**src/sv/slr_pkg.sv**
```systemverilog
// Shared types, opcodes and constants of the stepper speed ramp generator.
package slr_pkg;

    // Datapath opcodes; the controller's program counter holds them directly.
    typedef logic [4:0] t_op;

    localparam t_op OP_NONE    = 5'd0;
    localparam t_op OP_TICK    = 5'd1;
    localparam t_op OP_RNDIV   = 5'd2;
    localparam t_op OP_RNFIN   = 5'd3;
    localparam t_op OP_MVDIR   = 5'd4;
    localparam t_op OP_D_LEAST = 5'd5;
    localparam t_op OP_W_LEAST = 5'd6;
    localparam t_op OP_D_X     = 5'd7;
    localparam t_op OP_SQRT    = 5'd8;
    localparam t_op OP_M_C0    = 5'd9;
    localparam t_op OP_D_C0    = 5'd10;
    localparam t_op OP_W_C0    = 5'd11;
    localparam t_op OP_M_T     = 5'd12;
    localparam t_op OP_D_T     = 5'd13;
    localparam t_op OP_M_SS    = 5'd14;
    localparam t_op OP_D_MSL   = 5'd15;
    localparam t_op OP_M_SD    = 5'd16;
    localparam t_op OP_D_AL    = 5'd17;
    localparam t_op OP_W_AL    = 5'd18;
    localparam t_op OP_M_MA    = 5'd19;
    localparam t_op OP_D_MA    = 5'd20;
    localparam t_op OP_W_NEG   = 5'd21;
    localparam t_op OP_W_SUB   = 5'd22;
    localparam t_op OP_FIN     = 5'd23;

    // Ramp phases
    localparam logic [1:0] PH_STOP  = 2'd0;
    localparam logic [1:0] PH_ACCEL = 2'd1;
    localparam logic [1:0] PH_DECEL = 2'd2;
    localparam logic [1:0] PH_RUN   = 2'd3;

    // Coil drive patterns by sequence phase
    localparam logic [3:0] COIL_0 = 4'd9;
    localparam logic [3:0] COIL_1 = 4'd5;
    localparam logic [3:0] COIL_2 = 4'd6;
    localparam logic [3:0] COIL_3 = 4'd10;

    localparam int QW = 48;        // divider and product width
    localparam int VW = QW + 2;    // signed width for delay arithmetic

    localparam logic [31:0] K_LEAST_NUM = 32'd314159;
    localparam logic [31:0] K_ACC_NUM   = 32'd628318000;
    localparam logic [31:0] K_C0_MUL    = 32'd676;
    localparam logic [31:0] K_T_MUL     = 32'd628;
    // ceil(2^29 / 25): x / 100 = ((x >> 2) * K_RCP25) >> 29, exact for x < 2^26
    localparam logic [24:0] K_RCP25     = 25'd21474837;
    localparam logic [15:0] K_ONE_STEP  = 16'd1000;
    localparam logic [31:0] SQ_BIT0     = 32'h4000_0000;
    localparam logic [4:0]  SQ_STEPS    = 5'd16;

    typedef struct packed {
        logic ld;
        logic push;
        t_op  op;
    } t_cmd;

    typedef struct packed {
        logic       busy;
        logic [1:0] phase;
        logic       short_move;
        logic       al_le;
        logic       out_free;
    } t_stat;

    function automatic logic [3:0] coil_of(input logic [1:0] ph);
        case (ph)
            2'd0:    return COIL_0;
            2'd1:    return COIL_1;
            2'd2:    return COIL_2;
            default: return COIL_3;
        endcase
    endfunction

    function automatic logic is_long(input t_op op);
        return (op == OP_D_LEAST) || (op == OP_D_X) || (op == OP_SQRT) ||
               (op == OP_D_MSL) || (op == OP_D_AL) || (op == OP_D_MA) ||
               (op == OP_RNDIV);
    endfunction

endpackage

```
**src/sv/slr_div.sv**
```systemverilog
// Restoring unsigned divider, one quotient bit per cycle.
module slr_div #(
    parameter int W = 48
) (
    input  logic         i_clk,
    input  logic         i_rst_n,
    input  logic         i_start,
    input  logic [W-1:0] i_dividend,
    input  logic [W-1:0] i_divisor,
    output logic         o_busy,
    output logic [W-1:0] o_quo,
    output logic [W-1:0] o_rem
);
    localparam int CW = $clog2(W + 1);

    logic          r_busy;
    logic [CW-1:0] r_cnt;
    logic [W-1:0]  r_quo, r_rem, r_dsr;
    logic [W:0]    sh, diff;

    assign sh   = {r_rem, r_quo[W-1]};
    assign diff = sh - {1'b0, r_dsr};

    always_ff @(posedge i_clk) begin
        if (!i_rst_n) begin
            r_busy <= 1'b0;
            r_cnt  <= '0;
        end else if (i_start) begin
            r_busy <= 1'b1;
            r_cnt  <= CW'(W);
        end else if (r_busy) begin
            r_cnt <= r_cnt - CW'(1);
            if (r_cnt == CW'(1)) begin
                r_busy <= 1'b0;
            end
        end
    end

    always_ff @(posedge i_clk) begin
        if (i_start) begin
            r_quo <= i_dividend;
            r_rem <= '0;
            r_dsr <= i_divisor;
        end else if (r_busy) begin
            if (!diff[W]) begin
                r_rem <= diff[W-1:0];
                r_quo <= {r_quo[W-2:0], 1'b1};
            end else begin
                r_rem <= sh[W-1:0];
                r_quo <= {r_quo[W-2:0], 1'b0};
            end
        end
    end

    assign o_busy = r_busy;
    assign o_quo  = r_quo;
    assign o_rem  = r_rem;
endmodule

```
**src/sv/slr_dp.sv**
```systemverilog
// Ramp datapath: motion state, shared multiplier, divider, square root, output register.
module slr_dp #(
    parameter int DW = 24
) (
    input  logic                 i_clk,
    input  logic                 i_rst_n,
    input  slr_pkg::t_cmd        i_cmd,
    input  logic signed [23:0]   i_move_steps,
    input  logic [15:0]          i_accel_rate,
    input  logic [15:0]          i_decel_rate,
    input  logic [15:0]          i_max_speed,
    input  logic                 i_stall,
    output slr_pkg::t_stat       o_stat,
    output logic                 o_valid,
    output logic                 o_stepped,
    output logic [3:0]           o_coil_pattern,
    output logic [DW-1:0]        o_next_delay,
    output logic [1:0]           o_ramp_state,
    output logic                 o_direction
);
    import slr_pkg::*;

    localparam logic signed [VW-1:0] DMAX = VW'((64'd1 << DW) - 64'd1);

    function automatic logic [DW-1:0] sat(input logic signed [VW-1:0] v);
        if (v < 0) return '0;
        if (v > DMAX) return '1;
        return v[DW-1:0];
    endfunction

    // captured transaction
    logic [23:0] r_steps_raw;
    logic [15:0] r_accel_raw, r_decel_raw, r_speed_raw;
    logic [15:0] acc, dec, spd;
    logic [23:0] mag;

    // motion state
    logic [1:0]        r_phase, n_phase, r_seq, n_seq;
    logic              r_dir, n_dir, r_stepped, n_stepped;
    logic [DW-1:0]     r_cur, n_cur, r_least, n_least, r_lap, n_lap;
    logic [23:0]       r_db, n_db, r_sd, n_sd, sd_inc;
    logic signed [31:0] r_dc, n_dc, r_rc, n_rc;
    logic [31:0]       r_rem, n_rem;

    // work registers
    logic [QW-1:0]     r_prod, n_prod, prod;
    logic [31:0]       r_t, n_t, r_msl, n_msl, mul_a;
    logic [15:0]       mul_b;
    logic [23:0]       r_al, n_al;
    logic signed [48:0] r_dval, n_dval, dv;
    logic              r_den_neg, n_den_neg;

    // divide by 100 through reciprocal multiplication
    logic [48:0]       q100_prod;
    logic [31:0]       q100, r_q100, n_q100;

    // divider
    logic              div_start, div_busy;
    logic [QW-1:0]     div_nd, div_ds, div_quo, div_rem, al_new;
    logic signed [33:0] den_s, den_mag;
    logic signed [VW-1:0] qx, qs, diff;
    logic [DW-1:0]     nd;

    // square root
    logic [31:0]       r_sq_rem, r_sq_root, r_sq_bit, sq_sum;
    logic [4:0]        r_sq_cnt;
    logic              r_sq_act;

    // output register
    logic              r_o_vld, r_o_stepped, r_o_dir;
    logic [3:0]        r_o_coil;
    logic [DW-1:0]     r_o_delay;
    logic [1:0]        r_o_state;

    assign acc = (r_accel_raw == 16'd0) ? 16'd1 : r_accel_raw;
    assign dec = (r_decel_raw == 16'd0) ? 16'd1 : r_decel_raw;
    assign spd = (r_speed_raw == 16'd0) ? 16'd1 : r_speed_raw;
    assign mag = r_steps_raw[23] ? (~r_steps_raw + 24'd1) : r_steps_raw;

    assign sd_inc  = r_sd + 24'd1;
    assign den_s   = {r_rc, 2'b01};
    assign den_mag = r_rc[31] ? -den_s : den_s;
    assign qx      = $signed({2'b00, div_quo});
    assign qs      = r_den_neg ? -qx : qx;
    assign diff    = $signed({{(VW-DW){1'b0}}, r_cur}) - qs;
    assign nd      = sat(diff);
    assign al_new  = (div_quo == '0) ? QW'(1) : div_quo;
    assign dv      = (r_dval == '0) ? -49'sd1 : r_dval;
    assign prod    = {16'b0, mul_a} * {32'b0, mul_b};
    assign sq_sum  = r_sq_root + r_sq_bit;

    assign q100_prod = {25'b0, r_prod[25:2]} * {24'b0, K_RCP25};
    assign q100      = {12'b0, q100_prod[48:29]};

    slr_div #(.W(QW)) u_div (
        .i_clk      (i_clk),
        .i_rst_n    (i_rst_n),
        .i_start    (div_start),
        .i_dividend (div_nd),
        .i_divisor  (div_ds),
        .o_busy     (div_busy),
        .o_quo      (div_quo),
        .o_rem      (div_rem)
    );

    always_comb begin
        n_phase   = r_phase;
        n_seq     = r_seq;
        n_dir     = r_dir;
        n_stepped = r_stepped;
        n_cur     = r_cur;
        n_least   = r_least;
        n_lap     = r_lap;
        n_db      = r_db;
        n_sd      = r_sd;
        n_dc      = r_dc;
        n_rc      = r_rc;
        n_rem     = r_rem;
        n_prod    = r_prod;
        n_t       = r_t;
        n_msl     = r_msl;
        n_al      = r_al;
        n_dval    = r_dval;
        n_den_neg = r_den_neg;
        n_q100    = r_q100;
        div_start = 1'b0;
        div_nd    = '0;
        div_ds    = '0;
        mul_a     = '0;
        mul_b     = '0;
        case (i_cmd.op)
            OP_TICK: begin
                if (r_phase == PH_STOP) begin
                    n_sd      = '0;
                    n_rem     = '0;
                    n_stepped = 1'b0;
                end else begin
                    n_seq     = r_dir ? (r_seq - 2'd1) : (r_seq + 2'd1);
                    n_sd      = sd_inc;
                    n_stepped = 1'b1;
                    if (r_phase == PH_RUN) begin
                        if (sd_inc >= r_db) begin
                            n_rc    = r_dc;
                            n_cur   = r_lap;
                            n_phase = PH_DECEL;
                        end else begin
                            n_cur = r_least;
                        end
                    end else begin
                        n_rc = r_rc + 32'sd1;
                    end
                end
            end
            OP_RNDIV: begin
                div_start = 1'b1;
                div_nd    = ({{(QW-DW){1'b0}}, r_cur} << 1) + {16'b0, r_rem};
                div_ds    = {{(QW-34){1'b0}}, den_mag};
                n_den_neg = r_rc[31];
            end
            OP_RNFIN: begin
                n_rem = div_rem[31:0];
                if (r_phase == PH_ACCEL) begin
                    if (r_sd >= r_db) begin
                        n_rc    = r_dc;
                        n_phase = PH_DECEL;
                        n_cur   = nd;
                    end else if (nd <= r_least) begin
                        n_lap   = nd;
                        n_cur   = r_least;
                        n_rem   = '0;
                        n_phase = PH_RUN;
                    end else begin
                        n_cur = nd;
                    end
                end else begin
                    n_cur = nd;
                    if (!r_rc[31]) begin
                        n_phase = PH_STOP;
                    end
                end
            end
            OP_MVDIR: begin
                n_dir     = r_steps_raw[23];
                n_stepped = 1'b0;
                if (mag == 24'd1) begin
                    n_rc    = -32'sd1;
                    n_phase = PH_DECEL;
                    n_cur   = DW'(K_ONE_STEP);
                end
            end
            OP_D_LEAST: begin
                div_start = 1'b1;
                div_nd    = QW'(K_LEAST_NUM);
                div_ds    = QW'(spd);
            end
            OP_W_LEAST: n_least = sat(qx);
            OP_D_X: begin
                div_start = 1'b1;
                div_nd    = QW'(K_ACC_NUM);
                div_ds    = QW'(acc);
            end
            OP_M_C0: begin
                mul_a  = K_C0_MUL;
                mul_b  = r_sq_root[15:0];
                n_prod = prod;
            end
            OP_D_C0, OP_D_T: n_q100 = q100;
            OP_W_C0: n_cur = sat($signed({{(VW-32){1'b0}}, r_q100}));
            OP_M_T: begin
                mul_a  = K_T_MUL;
                mul_b  = acc;
                n_prod = prod;
            end
            OP_M_SS: begin
                n_t    = r_q100;
                mul_a  = {16'b0, spd};
                mul_b  = spd;
                n_prod = prod;
            end
            OP_D_MSL: begin
                div_start = 1'b1;
                div_nd    = r_prod;
                div_ds    = QW'(r_t);
            end
            OP_M_SD: begin
                n_msl  = (div_quo == '0) ? 32'd1 : div_quo[31:0];
                mul_a  = {8'b0, mag};
                mul_b  = dec;
                n_prod = prod;
            end
            OP_D_AL: begin
                div_start = 1'b1;
                div_nd    = r_prod;
                div_ds    = QW'({1'b0, acc} + {1'b0, dec});
            end
            OP_W_AL: n_al = al_new[23:0];
            OP_M_MA: begin
                mul_a  = r_msl;
                mul_b  = acc;
                n_prod = prod;
            end
            OP_D_MA: begin
                div_start = 1'b1;
                div_nd    = r_prod;
                div_ds    = QW'(dec);
            end
            OP_W_NEG: n_dval = -$signed({1'b0, div_quo});
            OP_W_SUB: n_dval = $signed({25'b0, r_al}) - $signed({25'b0, mag});
            OP_FIN: begin
                n_dc = dv[31:0];
                n_db = mag + dv[23:0];
                n_rc = '0;
                if (r_cur <= r_least) begin
                    n_cur   = r_least;
                    n_lap   = r_least;
                    n_phase = PH_RUN;
                end else begin
                    n_phase = PH_ACCEL;
                end
            end
            default: ;
        endcase
    end

    always_ff @(posedge i_clk) begin
        if (!i_rst_n) begin
            r_phase   <= PH_STOP;
            r_seq     <= '0;
            r_dir     <= 1'b0;
            r_stepped <= 1'b0;
            r_cur     <= '0;
            r_least   <= '0;
            r_lap     <= '0;
            r_db      <= '0;
            r_sd      <= '0;
            r_dc      <= '0;
            r_rc      <= '0;
            r_rem     <= '0;
        end else begin
            r_phase   <= n_phase;
            r_seq     <= n_seq;
            r_dir     <= n_dir;
            r_stepped <= n_stepped;
            r_cur     <= n_cur;
            r_least   <= n_least;
            r_lap     <= n_lap;
            r_db      <= n_db;
            r_sd      <= n_sd;
            r_dc      <= n_dc;
            r_rc      <= n_rc;
            r_rem     <= n_rem;
        end
    end

    always_ff @(posedge i_clk) begin
        r_prod    <= n_prod;
        r_t       <= n_t;
        r_msl     <= n_msl;
        r_al      <= n_al;
        r_dval    <= n_dval;
        r_den_neg <= n_den_neg;
        r_q100    <= n_q100;
        if (i_cmd.ld) begin
            r_steps_raw <= i_move_steps;
            r_accel_raw <= i_accel_rate;
            r_decel_raw <= i_decel_rate;
            r_speed_raw <= i_max_speed;
        end
    end

    // square root: one root bit per cycle, then round
    always_ff @(posedge i_clk) begin
        if (!i_rst_n) begin
            r_sq_act <= 1'b0;
            r_sq_cnt <= '0;
        end else if (i_cmd.op == OP_SQRT) begin
            r_sq_act <= 1'b1;
            r_sq_cnt <= SQ_STEPS;
        end else if (r_sq_act) begin
            if (r_sq_cnt != 5'd0) begin
                r_sq_cnt <= r_sq_cnt - 5'd1;
            end else begin
                r_sq_act <= 1'b0;
            end
        end
    end

    always_ff @(posedge i_clk) begin
        if (i_cmd.op == OP_SQRT) begin
            r_sq_rem  <= div_quo[31:0];
            r_sq_root <= '0;
            r_sq_bit  <= SQ_BIT0;
        end else if (r_sq_act) begin
            if (r_sq_cnt != 5'd0) begin
                if (sq_sum <= r_sq_rem) begin
                    r_sq_rem  <= r_sq_rem - sq_sum;
                    r_sq_root <= (r_sq_root >> 1) + r_sq_bit;
                end else begin
                    r_sq_root <= r_sq_root >> 1;
                end
                r_sq_bit <= r_sq_bit >> 2;
            end else if (r_sq_root < r_sq_rem) begin
                r_sq_root <= r_sq_root + 32'd1;
            end
        end
    end

    // output register
    always_ff @(posedge i_clk) begin
        if (!i_rst_n) begin
            r_o_vld <= 1'b0;
        end else if (i_cmd.push) begin
            r_o_vld <= 1'b1;
        end else if (!i_stall) begin
            r_o_vld <= 1'b0;
        end
    end

    always_ff @(posedge i_clk) begin
        if (i_cmd.push) begin
            r_o_stepped <= r_stepped;
            r_o_coil    <= coil_of(r_seq);
            r_o_delay   <= r_cur;
            r_o_state   <= r_phase;
            r_o_dir     <= r_dir;
        end
    end

    assign o_stat.busy       = div_busy | r_sq_act;
    assign o_stat.phase      = r_phase;
    assign o_stat.short_move = (mag <= 24'd1);
    assign o_stat.al_le      = (al_new <= {16'b0, r_msl});
    assign o_stat.out_free   = !r_o_vld || !i_stall;

    assign o_valid        = r_o_vld;
    assign o_stepped      = r_o_stepped;
    assign o_coil_pattern = r_o_coil;
    assign o_next_delay   = r_o_delay;
    assign o_ramp_state   = r_o_state;
    assign o_direction    = r_o_dir;
endmodule

```
**src/sv/slr_ctrl.sv**
```systemverilog
// Ramp controller: sequences datapath operations for move and tick transactions.
module slr_ctrl (
    input  logic           i_clk,
    input  logic           i_rst_n,
    input  logic           i_valid,
    input  logic           i_action,
    input  slr_pkg::t_stat i_stat,
    output logic           o_stall,
    output slr_pkg::t_cmd  o_cmd
);
    import slr_pkg::*;

    localparam logic [1:0] S_IDLE = 2'd0;
    localparam logic [1:0] S_RUN  = 2'd1;
    localparam logic [1:0] S_WAIT = 2'd2;
    localparam logic [1:0] S_OUT  = 2'd3;

    logic [1:0] r_state, n_state;
    t_op        r_pc, n_pc, pc_next;

    // program order; branches use status from before the current op
    always_comb begin
        case (r_pc)
            OP_TICK:     pc_next = ((i_stat.phase == PH_ACCEL) || (i_stat.phase == PH_DECEL))
                                   ? OP_RNDIV : OP_NONE;
            OP_RNDIV:    pc_next = OP_RNFIN;
            OP_MVDIR:    pc_next = i_stat.short_move ? OP_NONE : OP_D_LEAST;
            OP_D_LEAST:  pc_next = OP_W_LEAST;
            OP_W_LEAST:  pc_next = OP_D_X;
            OP_D_X:      pc_next = OP_SQRT;
            OP_SQRT:     pc_next = OP_M_C0;
            OP_M_C0:     pc_next = OP_D_C0;
            OP_D_C0:     pc_next = OP_W_C0;
            OP_W_C0:     pc_next = OP_M_T;
            OP_M_T:      pc_next = OP_D_T;
            OP_D_T:      pc_next = OP_M_SS;
            OP_M_SS:     pc_next = OP_D_MSL;
            OP_D_MSL:    pc_next = OP_M_SD;
            OP_M_SD:     pc_next = OP_D_AL;
            OP_D_AL:     pc_next = OP_W_AL;
            OP_W_AL:     pc_next = i_stat.al_le ? OP_W_SUB : OP_M_MA;
            OP_M_MA:     pc_next = OP_D_MA;
            OP_D_MA:     pc_next = OP_W_NEG;
            OP_W_NEG:    pc_next = OP_FIN;
            OP_W_SUB:    pc_next = OP_FIN;
            default:     pc_next = OP_NONE;
        endcase
    end

    always_comb begin
        n_state     = r_state;
        n_pc        = r_pc;
        o_cmd.ld    = 1'b0;
        o_cmd.push  = 1'b0;
        o_cmd.op    = OP_NONE;
        case (r_state)
            S_IDLE: begin
                if (i_valid) begin
                    o_cmd.ld = 1'b1;
                    n_pc     = i_action ? OP_TICK : OP_MVDIR;
                    n_state  = S_RUN;
                end
            end
            S_RUN: begin
                o_cmd.op = r_pc;
                n_pc     = pc_next;
                if (is_long(r_pc)) begin
                    n_state = S_WAIT;
                end else if (pc_next == OP_NONE) begin
                    n_state = S_OUT;
                end
            end
            S_WAIT: begin
                if (!i_stat.busy) begin
                    n_state = (r_pc == OP_NONE) ? S_OUT : S_RUN;
                end
            end
            S_OUT: begin
                if (i_stat.out_free) begin
                    o_cmd.push = 1'b1;
                    n_state    = S_IDLE;
                end
            end
            default: n_state = S_IDLE;
        endcase
    end

    always_ff @(posedge i_clk) begin
        if (!i_rst_n) begin
            r_state <= S_IDLE;
            r_pc    <= OP_NONE;
        end else begin
            r_state <= n_state;
            r_pc    <= n_pc;
        end
    end

    assign o_stall = (r_state != S_IDLE);
endmodule

```
**src/sv/stepper_linear_speed_ramp.sv**
```systemverilog
// Top level of the trapezoidal stepper speed ramp generator.
// Tick transaction: in stop or run no divider pass; in accel or decel one pass of the
// shared 48-bit restoring divider.
// Move transaction: no divider pass for zero or one step, otherwise four passes, or five
// when the top-speed limit sets the decel point, plus the square root.
// One transaction at a time; a stalled result holds back the next result, and so the input.
// Synchronous active-low reset clears the ramp state to stop, delay 0, coil phase 0.
module stepper_linear_speed_ramp #(
    parameter int DELAY_WIDTH = 24
) (
    input  logic                   i_clk,
    input  logic                   i_rst_n,
    // input channel
    input  logic                   i_valid,
    output logic                   o_stall,
    input  logic                   i_action,
    input  logic signed [23:0]     i_move_steps,
    input  logic [15:0]            i_accel_rate,
    input  logic [15:0]            i_decel_rate,
    input  logic [15:0]            i_max_speed,
    // output channel
    output logic                   o_valid,
    input  logic                   i_stall,
    output logic                   o_stepped,
    output logic [3:0]             o_coil_pattern,
    output logic [DELAY_WIDTH-1:0] o_next_delay,
    output logic [1:0]             o_ramp_state,
    output logic                   o_direction
);
    import slr_pkg::*;

    // Command and status between the sequencer and the datapath.
    t_cmd  cmd;
    t_stat stat;

    // Controller: accepts a transaction when idle, walks the operation
    // program for a move or a tick, and pushes the result into the output
    // register once that register is free.
    slr_ctrl u_ctrl (
        .i_clk    (i_clk),
        .i_rst_n  (i_rst_n),
        .i_valid  (i_valid),
        .i_action (i_action),
        .i_stat   (stat),
        .o_stall  (o_stall),
        .o_cmd    (cmd)
    );

    // Datapath: holds the ramp state, runs the shared multiplier, divider
    // and square root, and keeps the output register, which holds a
    // result until the downstream side takes it.
    slr_dp #(.DW(DELAY_WIDTH)) u_dp (
        .i_clk          (i_clk),
        .i_rst_n        (i_rst_n),
        .i_cmd          (cmd),
        .i_move_steps   (i_move_steps),
        .i_accel_rate   (i_accel_rate),
        .i_decel_rate   (i_decel_rate),
        .i_max_speed    (i_max_speed),
        .i_stall        (i_stall),
        .o_stat         (stat),
        .o_valid        (o_valid),
        .o_stepped      (o_stepped),
        .o_coil_pattern (o_coil_pattern),
        .o_next_delay   (o_next_delay),
        .o_ramp_state   (o_ramp_state),
        .o_direction    (o_direction)
    );
endmodule

```
**config.mk**
```make
export PLATFORM = sky130hd
export DESIGN_NAME = stepper_linear_speed_ramp
export DESIGN_NICKNAME = d
export VERILOG_FILES = /design/src/sv/slr_pkg.sv /design/src/sv/slr_div.sv /design/src/sv/slr_dp.sv /design/src/sv/slr_ctrl.sv /design/src/sv/stepper_linear_speed_ramp.sv
export SDC_FILE = /design/constraint.sdc
export NUM_CORES = 2
export LEC_CHECK = 0
export ABC_AREA = 0
export BUFFER_PORTS_ARGS = -buffer_cell sky130_fd_sc_hd__buf_4
export CORE_UTILIZATION = 55
export CTS_CLUSTER_DIAMETER = 100
export DETAILED_ROUTE_END_ITERATION = 8
export PLACE_DENSITY = 0.78
export SKIP_LAST_GASP = 1
export SLEW_MARGIN = 10
export SYNTH_ARGS = -nofsm -noshare
export SYNTH_HDL_FRONTEND = slang
export SYNTH_HIERARCHICAL = 1
export SYNTH_SLANG_ARGS = --single-unit
```
**constraint.sdc**
```tcl
create_clock -name i_clk -period 11.4 [get_ports i_clk]
set_input_delay 1.14 -clock i_clk [delete_from_list [all_inputs] [get_ports i_clk]]
set_output_delay 1.14 -clock i_clk [all_outputs]
set_load 0.005 [all_outputs]
```
Word level (Yosys, flattened, before mapping)
Cells that the tools add are included.
{"block": "word_totals", "word_cells": 325, "input_bits": 77, "reg_bits": 765}
{"block": "op_classes", "n_eq_ne": 72, "mux": 117, "bitwise": 4, "order_cmp": 13, "addsub": 20, "n_mul": 2, "reduce_logical": 54}
{"operator": "$mux W32", "count": 18}
{"operator": "$mux W24", "count": 23}
{"operator": "$pmux W48 S6", "count": 1}
{"operator": "$mux W48", "count": 4}
{"operator": "$pmux W48 S4", "count": 1}
{"operator": "$pmux W32 S5", "count": 1}
{"operator": "$pmux W32 S4", "count": 1}
{"operator": "$pmux W24 S5", "count": 1}
{"operator": "$pmux W5 S20", "count": 1}
{"operator": "$pmux W49 S2", "count": 1}
{"operator": "$eq A5 B4 Y1 const B", "count": 16}
{"operator": "$eq A5 B5 Y1 const B", "count": 15}
{"operator": "$pmux W16 S4", "count": 1}
{"operator": "$pmux W32 S2", "count": 1}
{"operator": "$gt A50 B25 Y1 const B", "count": 1}
{"operator": "$lt A50 B1 Y1 const B", "count": 1}
{"operator": "$mux W50", "count": 1}
{"operator": "$neg A48 Y50", "count": 1}
{"operator": "$sub A25 B50 Y50", "count": 1}
{"operator": "$logic_not A49 Y1", "count": 1}
{"operator": "$mul A24 B25 Y49 const B", "count": 1}
{"operator": "$neg A48 Y49", "count": 1}
{"operator": "$sub A49 B48 Y49", "count": 1}
{"operator": "$add A24 B1 Y24 const B", "count": 2}
{"operator": "70 further kinds", "count": 186}

Longest topological paths before layout
{"block": "logic_depth", "depth_word": 13, "mapped_depth": 42}

By module
The synthesis kept the hierarchy.
{"module": "slr_dp", "instances": 1, "cells_each": 7597, "area_each_um2": 66886.6}
{"module": "slr_div", "instances": 1, "cells_each": 892, "area_each_um2": 8904.8}
{"module": "slr_ctrl", "instances": 1, "cells_each": 90, "area_each_um2": 664.4}

Least setup slack after synthesis
No wires, ideal clock.
{"block": "synth_timing", "path_kind": "register to register", "start": "register u_ctrl.r_state[1]", "end": "register u_dp.r_prod[47] (data pin)", "arrival_time_ns": 10.143, "path_stages_with_launch": 40, "path_slack_ns": 0.999, "required_ns": 11.142, "cell_sequence": "dfxtp_1 > buf_2 > and2b_1 > and2_1 > clkbuf_1 > nor2b_1 > nand2_1 > inv_1 > clkbuf_1 > buf_1 > a222oi_1 > nand2_1 > clkbuf_1 > nand2_1 > fa_1 > inv_1 > fa_1 > inv_1 > (+4 left out) > fa_1 > inv_1 > fa_1 > ha_1 > a21o_1 > a221o_1 > a21oi_1 > o21ai_0 > a21o_1 > a41o_1 > o41ai_1 > o2111ai_1 > o2111ai_1 > nor2_1 > a21bo_2 > nor4b_1 > nor2_1 > xnor2_1"}
{"element": "start: declaration", "line_no": "slr_ctrl.sv:18", "text": "logic [1:0] r_state, n_state;"}
{"element": "start signal: assignment", "line_no": "slr_ctrl.sv:93", "text": "r_state <= n_state;"}
{"element": "end signal: assignment", "line_no": "slr_dp.sv:296", "text": "r_prod <= n_prod;"}
{"element": "end: declaration", "line_no": "slr_dp.sv:46", "text": "logic [QW-1:0] r_prod, n_prod, prod;"}

Worst setup path in the final report
{"block": "layout_timing", "start": "register u_dp.r_steps_raw[9]", "end": "register u_dp.r_prod[47] (data pin)"}
{"block": "layout_between", "elab_chain_cells": 5}
{"element": "start: declaration", "line_no": "slr_dp.sv:32", "text": "logic [23:0] r_steps_raw;"}
{"element": "start signal: assignment", "line_no": "slr_dp.sv:304", "text": "r_steps_raw <= i_move_steps;"}
{"element": "$not A24 Y24", "line_no": "slr_dp.sv:78", "text": "assign mag = r_steps_raw[23] ? (~r_steps_raw + 24'd1) : r_steps_raw;"}
{"element": "$add A24 B1 Y24", "line_no": "slr_dp.sv:78"}
{"element": "$mux W24 (*)", "line_no": "slr_dp.sv:78"}
{"element": "$pmux W32 S5 (*)", "line_no": "slr_dp.sv:131", "text": "case (i_cmd.op)"}
{"element": "$mul A32 B16 Y48 (*)", "line_no": "slr_dp.sv:89", "text": "assign prod = {16'b0, mul_a} * {32'b0, mul_b};"}
{"element": "net u_dp.prod[47]", "line_no": "slr_dp.sv:46"}
The timed path passes the listed nets; every way through them passes the cells marked *.
A chain may end at the register's enable or synchronous reset.

==> results.md <==
- Run status: completed
- Ratio of total power to cell area: between 90 and 100 nW/um^2
- Max Buffers Root-to-Sink: 3
- Max-slew violations: 0
- Area of the multi-input gates: just over 50000 um^2
- DR pass1 iterations: 9
- Worst Clk Skew: just under 80 ps
- Syn-to-layout area delta: 7.515%
- Floorplan core area: around 140000 um^2
- Arrival @ worst endpoint: between 10000 and 15000 ps
- Class of the worst hold path: register to register
- Number of levels the H-tree was split into: 3
- Via count of the first global-routing pass: roughly 63000
- Standard cell area after detailed placement: around 79000 um^2
- Period Utilization, post-route: 95.79%
- Clock Tree Root: sky130_fd_sc_hd__clkbuf_16
- Fill cell count: ~12000
- Wire length of the first global-routing pass: ~400 mm
- Wirelength per Cell: ~25 um
- Peak supply drop: approximately 0.13 mV
- Post-synthesis instance total: between 8000 and 9000
- Aggregate routed wire length: roughly 260 mm
- Transition time at the pin with the least slew margin: 1290 ps
- Ports placed on the boundary: 111
- Share of post-route cells with drive strength above 1: just under 8%
- Clock Sink Count: between 700 and 800
- Congestion Overflow GR: 0
- Top cells by area, synth: sky130_fd_sc_hd__edfxtp_1 17%, sky130_fd_sc_hd__fa_1 16%, sky130_fd_sc_hd__ha_1 13%
- Number of warnings reported in the yosys synthesis log: 6
- Maximum number of pins on one net before global-route repair: between 90 and 100
- Post-Layout Inst Area: a little over 80000 um^2
- Synthesized area per cell: a little under 9 um^2
- Launching point of the worst reg2reg path: u_dp/r_steps_raw[9]$_DFFE_PP_
- Starting density of the core: 55.54%
- Full die area: about 140000 um^2
- Overall routing resource usage: 36.63%
- EDFF count, synth: between 400 and 500
- Startpoint type of the worst setup path: register
- Library cell contributing the largest single delay on the critical path: sky130_fd_sc_hd__o21ai_1
- Most common library cell in the layout ignoring fill and taps: sky130_fd_sc_hd__inv_1
- Vias/cell: ~6.3
- Setup TNS: 0 ps
- Final std cells w/o fill: 10352
- Sequential standard cell area: about 20000 um^2
- Library cell occupying the most area in the post-synthesis netlist: sky130_fd_sc_hd__edfxtp_1
- Worst R2R Path Depth: 33
- Clock input transition at the sequential cells of the worst setup and hold paths: 70 ps
- Clock network latency to the later pin of the worst-skew pair: around 760 ps
- Tmin final: between 10000 and 15000 ps
- Register bit total from synthesis: 765
- Vias post-DR: 65325
- Final count of hold timing violations: 0
- Die extent in x: approximately 370 um
- Final Power: between 7 and 8 mW
- Antenna violations before repair: 7
- Critical Path End: u_dp/r_prod[47]$_DFFE_PP_
- RSZ-0062 raised after global routing: yes
- Violation count after the first detailed-route iteration: 7788
- Origin of the worst setup path: u_dp/r_steps_raw[9]$_DFFE_PP_
- Portion of the post-synthesis area used by sequential elements: between 20 and 30%
- Max transition margin: 13.10%
- Required @ worst endpoint: around 12000 ps
- Post-synthesis cell area: roughly 76000 um^2
- Hold slack: ~460 ps
- Inserted Clock Buffers: just under 90
- Leak: about 36 nW
- Number of hold-repair buffers added at the cts stage: 0
- Number of distinct library cells after synthesis: 102
- Area share of the largest cell type after synthesis: about 17%
- Fraction of synthesis flops using an asynchronous set or reset pin: 0%
- Nets: 9949
- Flop-to-flop setup slack: 480 ps
- Startpoint-to-endpoint class of the critical path: register to register
- Remaining routing DRC violations: 0
- Setup violation total in the final timing report: 0
- Most used cell, CP: sky130_fd_sc_hd__fa_1
- Cell total after placement: just over 10000
- CTS tree: yes
- Maximum fanout along the worst path: 8
- Crit end category: register
- Max-Cap Viols: 0
- Fraction of the core area covered by cells at the end of the flow: 59.71%
- Highest cell delay on the worst timing path: ~940 ps
- Routed Antenna Nets: 0
- Most frequently used flop master after synthesis: sky130_fd_sc_hd__edfxtp_1
- Commonest cells after routing, fill and taps aside: 1017 x sky130_fd_sc_hd__inv_1, 978 x sky130_fd_sc_hd__nand2_1, 767 x sky130_fd_sc_hd__ha_1
- Max Freq: a little over 90 MHz
- Pre-CTS setup slack: roughly 580 ps
- Worst Setup Slack, final: approximately 480 ps
- Count of buffers inserted at the top-level ports: 110
- Routability-driven placement congestion ratio: between 1 and 1.5
- Num rows: approximately 140
- HPWL after detailed placement: 203.1 mm
- Worst reg2reg path endpoint: u_dp/r_prod[47]$_DFFE_PP_
- Die height: about 370 um
- Worst hold start: u_dp/r_db[7]$_SDFFE_PN0P_
## cells in the mapped netlist (205+ instances only)
library cell / n
sky130_fd_sc_hd__a21oi_1: 468
sky130_fd_sc_hd__clkbuf_1: 451
sky130_fd_sc_hd__dfxtp_1: 339
sky130_fd_sc_hd__edfxtp_1: 426
sky130_fd_sc_hd__fa_1: 627
sky130_fd_sc_hd__ha_1: 767
sky130_fd_sc_hd__inv_1: 1019
sky130_fd_sc_hd__nand2_1: 979
sky130_fd_sc_hd__nor2_1: 518
sky130_fd_sc_hd__o21ai_0: 384
sky130_fd_sc_hd__xnor2_1: 250
sky130_fd_sc_hd__xor2_1: 205
## critical path: cells and delay by family (launching register included)
family | cells | cell delay, ps
AND/OR/NAND/NOR | 8 | 2150
flip-flops | 1 | 440
buffers and inverters | 5 | 740
AO/OA/AOI/OAI | 11 | 3340
adder cells (fa/ha/maj) | 7 | 3550
XOR/XNOR | 2 | 400
## power by group
group	switching, mW	internal (mW)
logic	0.979	0.609
registers	0.200	3.03
clock network	1.32	1.64
## repair_timing
item | in CTS | in global routing
endpoints found under the hold margin | 0 | 0
buffers inserted | 0 | 3
gates resized for setup | 0 | 4
endpoints found under the setup margin | 0 | 22
## state kept, by name, summed over array words and instances (netlist names), 20 cells and up
name	count
u_dp/o_next_delay	24
u_dp/r_al	24
u_dp/r_cur	24
u_dp/r_db	24
u_dp/r_dc	32
u_dp/r_dval	49
u_dp/r_lap	24
u_dp/r_least	24
u_dp/r_msl	32
u_dp/r_prod	48
u_dp/r_q100	20
u_dp/r_rc	32
u_dp/r_rem	32
u_dp/r_sd	24
u_dp/r_sq_rem	32
u_dp/r_sq_root	32
u_dp/r_steps_raw	24
u_dp/r_t	20
u_dp/u_div/o_quo	48
u_dp/u_div/o_rem	48
u_dp/u_div/r_dsr	48
## layout make-up
class                           instances  share of cell area (%)
Timing Repair Buffer                  297                   2.717
Clock buffer                          102                   2.859
Tap cell                             1794                   2.731
Multi-Input combinational cell       6306                   62.41
Clock inverter                         64                  0.7885
Sequential cell                       765                   23.82
Antenna cell                            4                 0.01218
Inverter                             1020                   4.658
## worst min-delay path by stage
stage	end	cells past startpoint	slack, ps
after floorplan	u_dp/r_den_neg$_DFFE_PP_	0	410
after global placement	u_dp/o_stepped$_DFFE_PP_	0	430
after detailed placement	u_dp/o_stepped$_DFFE_PP_	0	450
after CTS	u_dp/o_stepped$_DFFE_PP_	0	460
after global routing	u_dp/o_stepped$_DFFE_PP_	0	480
final	u_dp/r_db[7]$_SDFFE_PN0P_	2	460
## kinds of logic after synthesis
group,count (synthesis),share of synthesized area [%]
and+or+nand+nor,2568,15.87
AOI/OAI and AO/OA,1789,15.53
buffers and inverters,1522,7.610
adders and majority gates,1394,28.97
DFF,765,25.61
xor gates and xnor gates,455,5.212
muxes,85,1.193
other,1,0.004905
## routing by layer
metal	part of all wire (%)	GRT usage, %	vias to the layer above
met5	0.031	0	-
met4	5.3	16.20	8
met3	11	8.245	672
met2	44	56.52	3485
met1	40	49.20	31998
li1	-	-	29162
No activity file was read; power rests on OpenSTA's default activity.
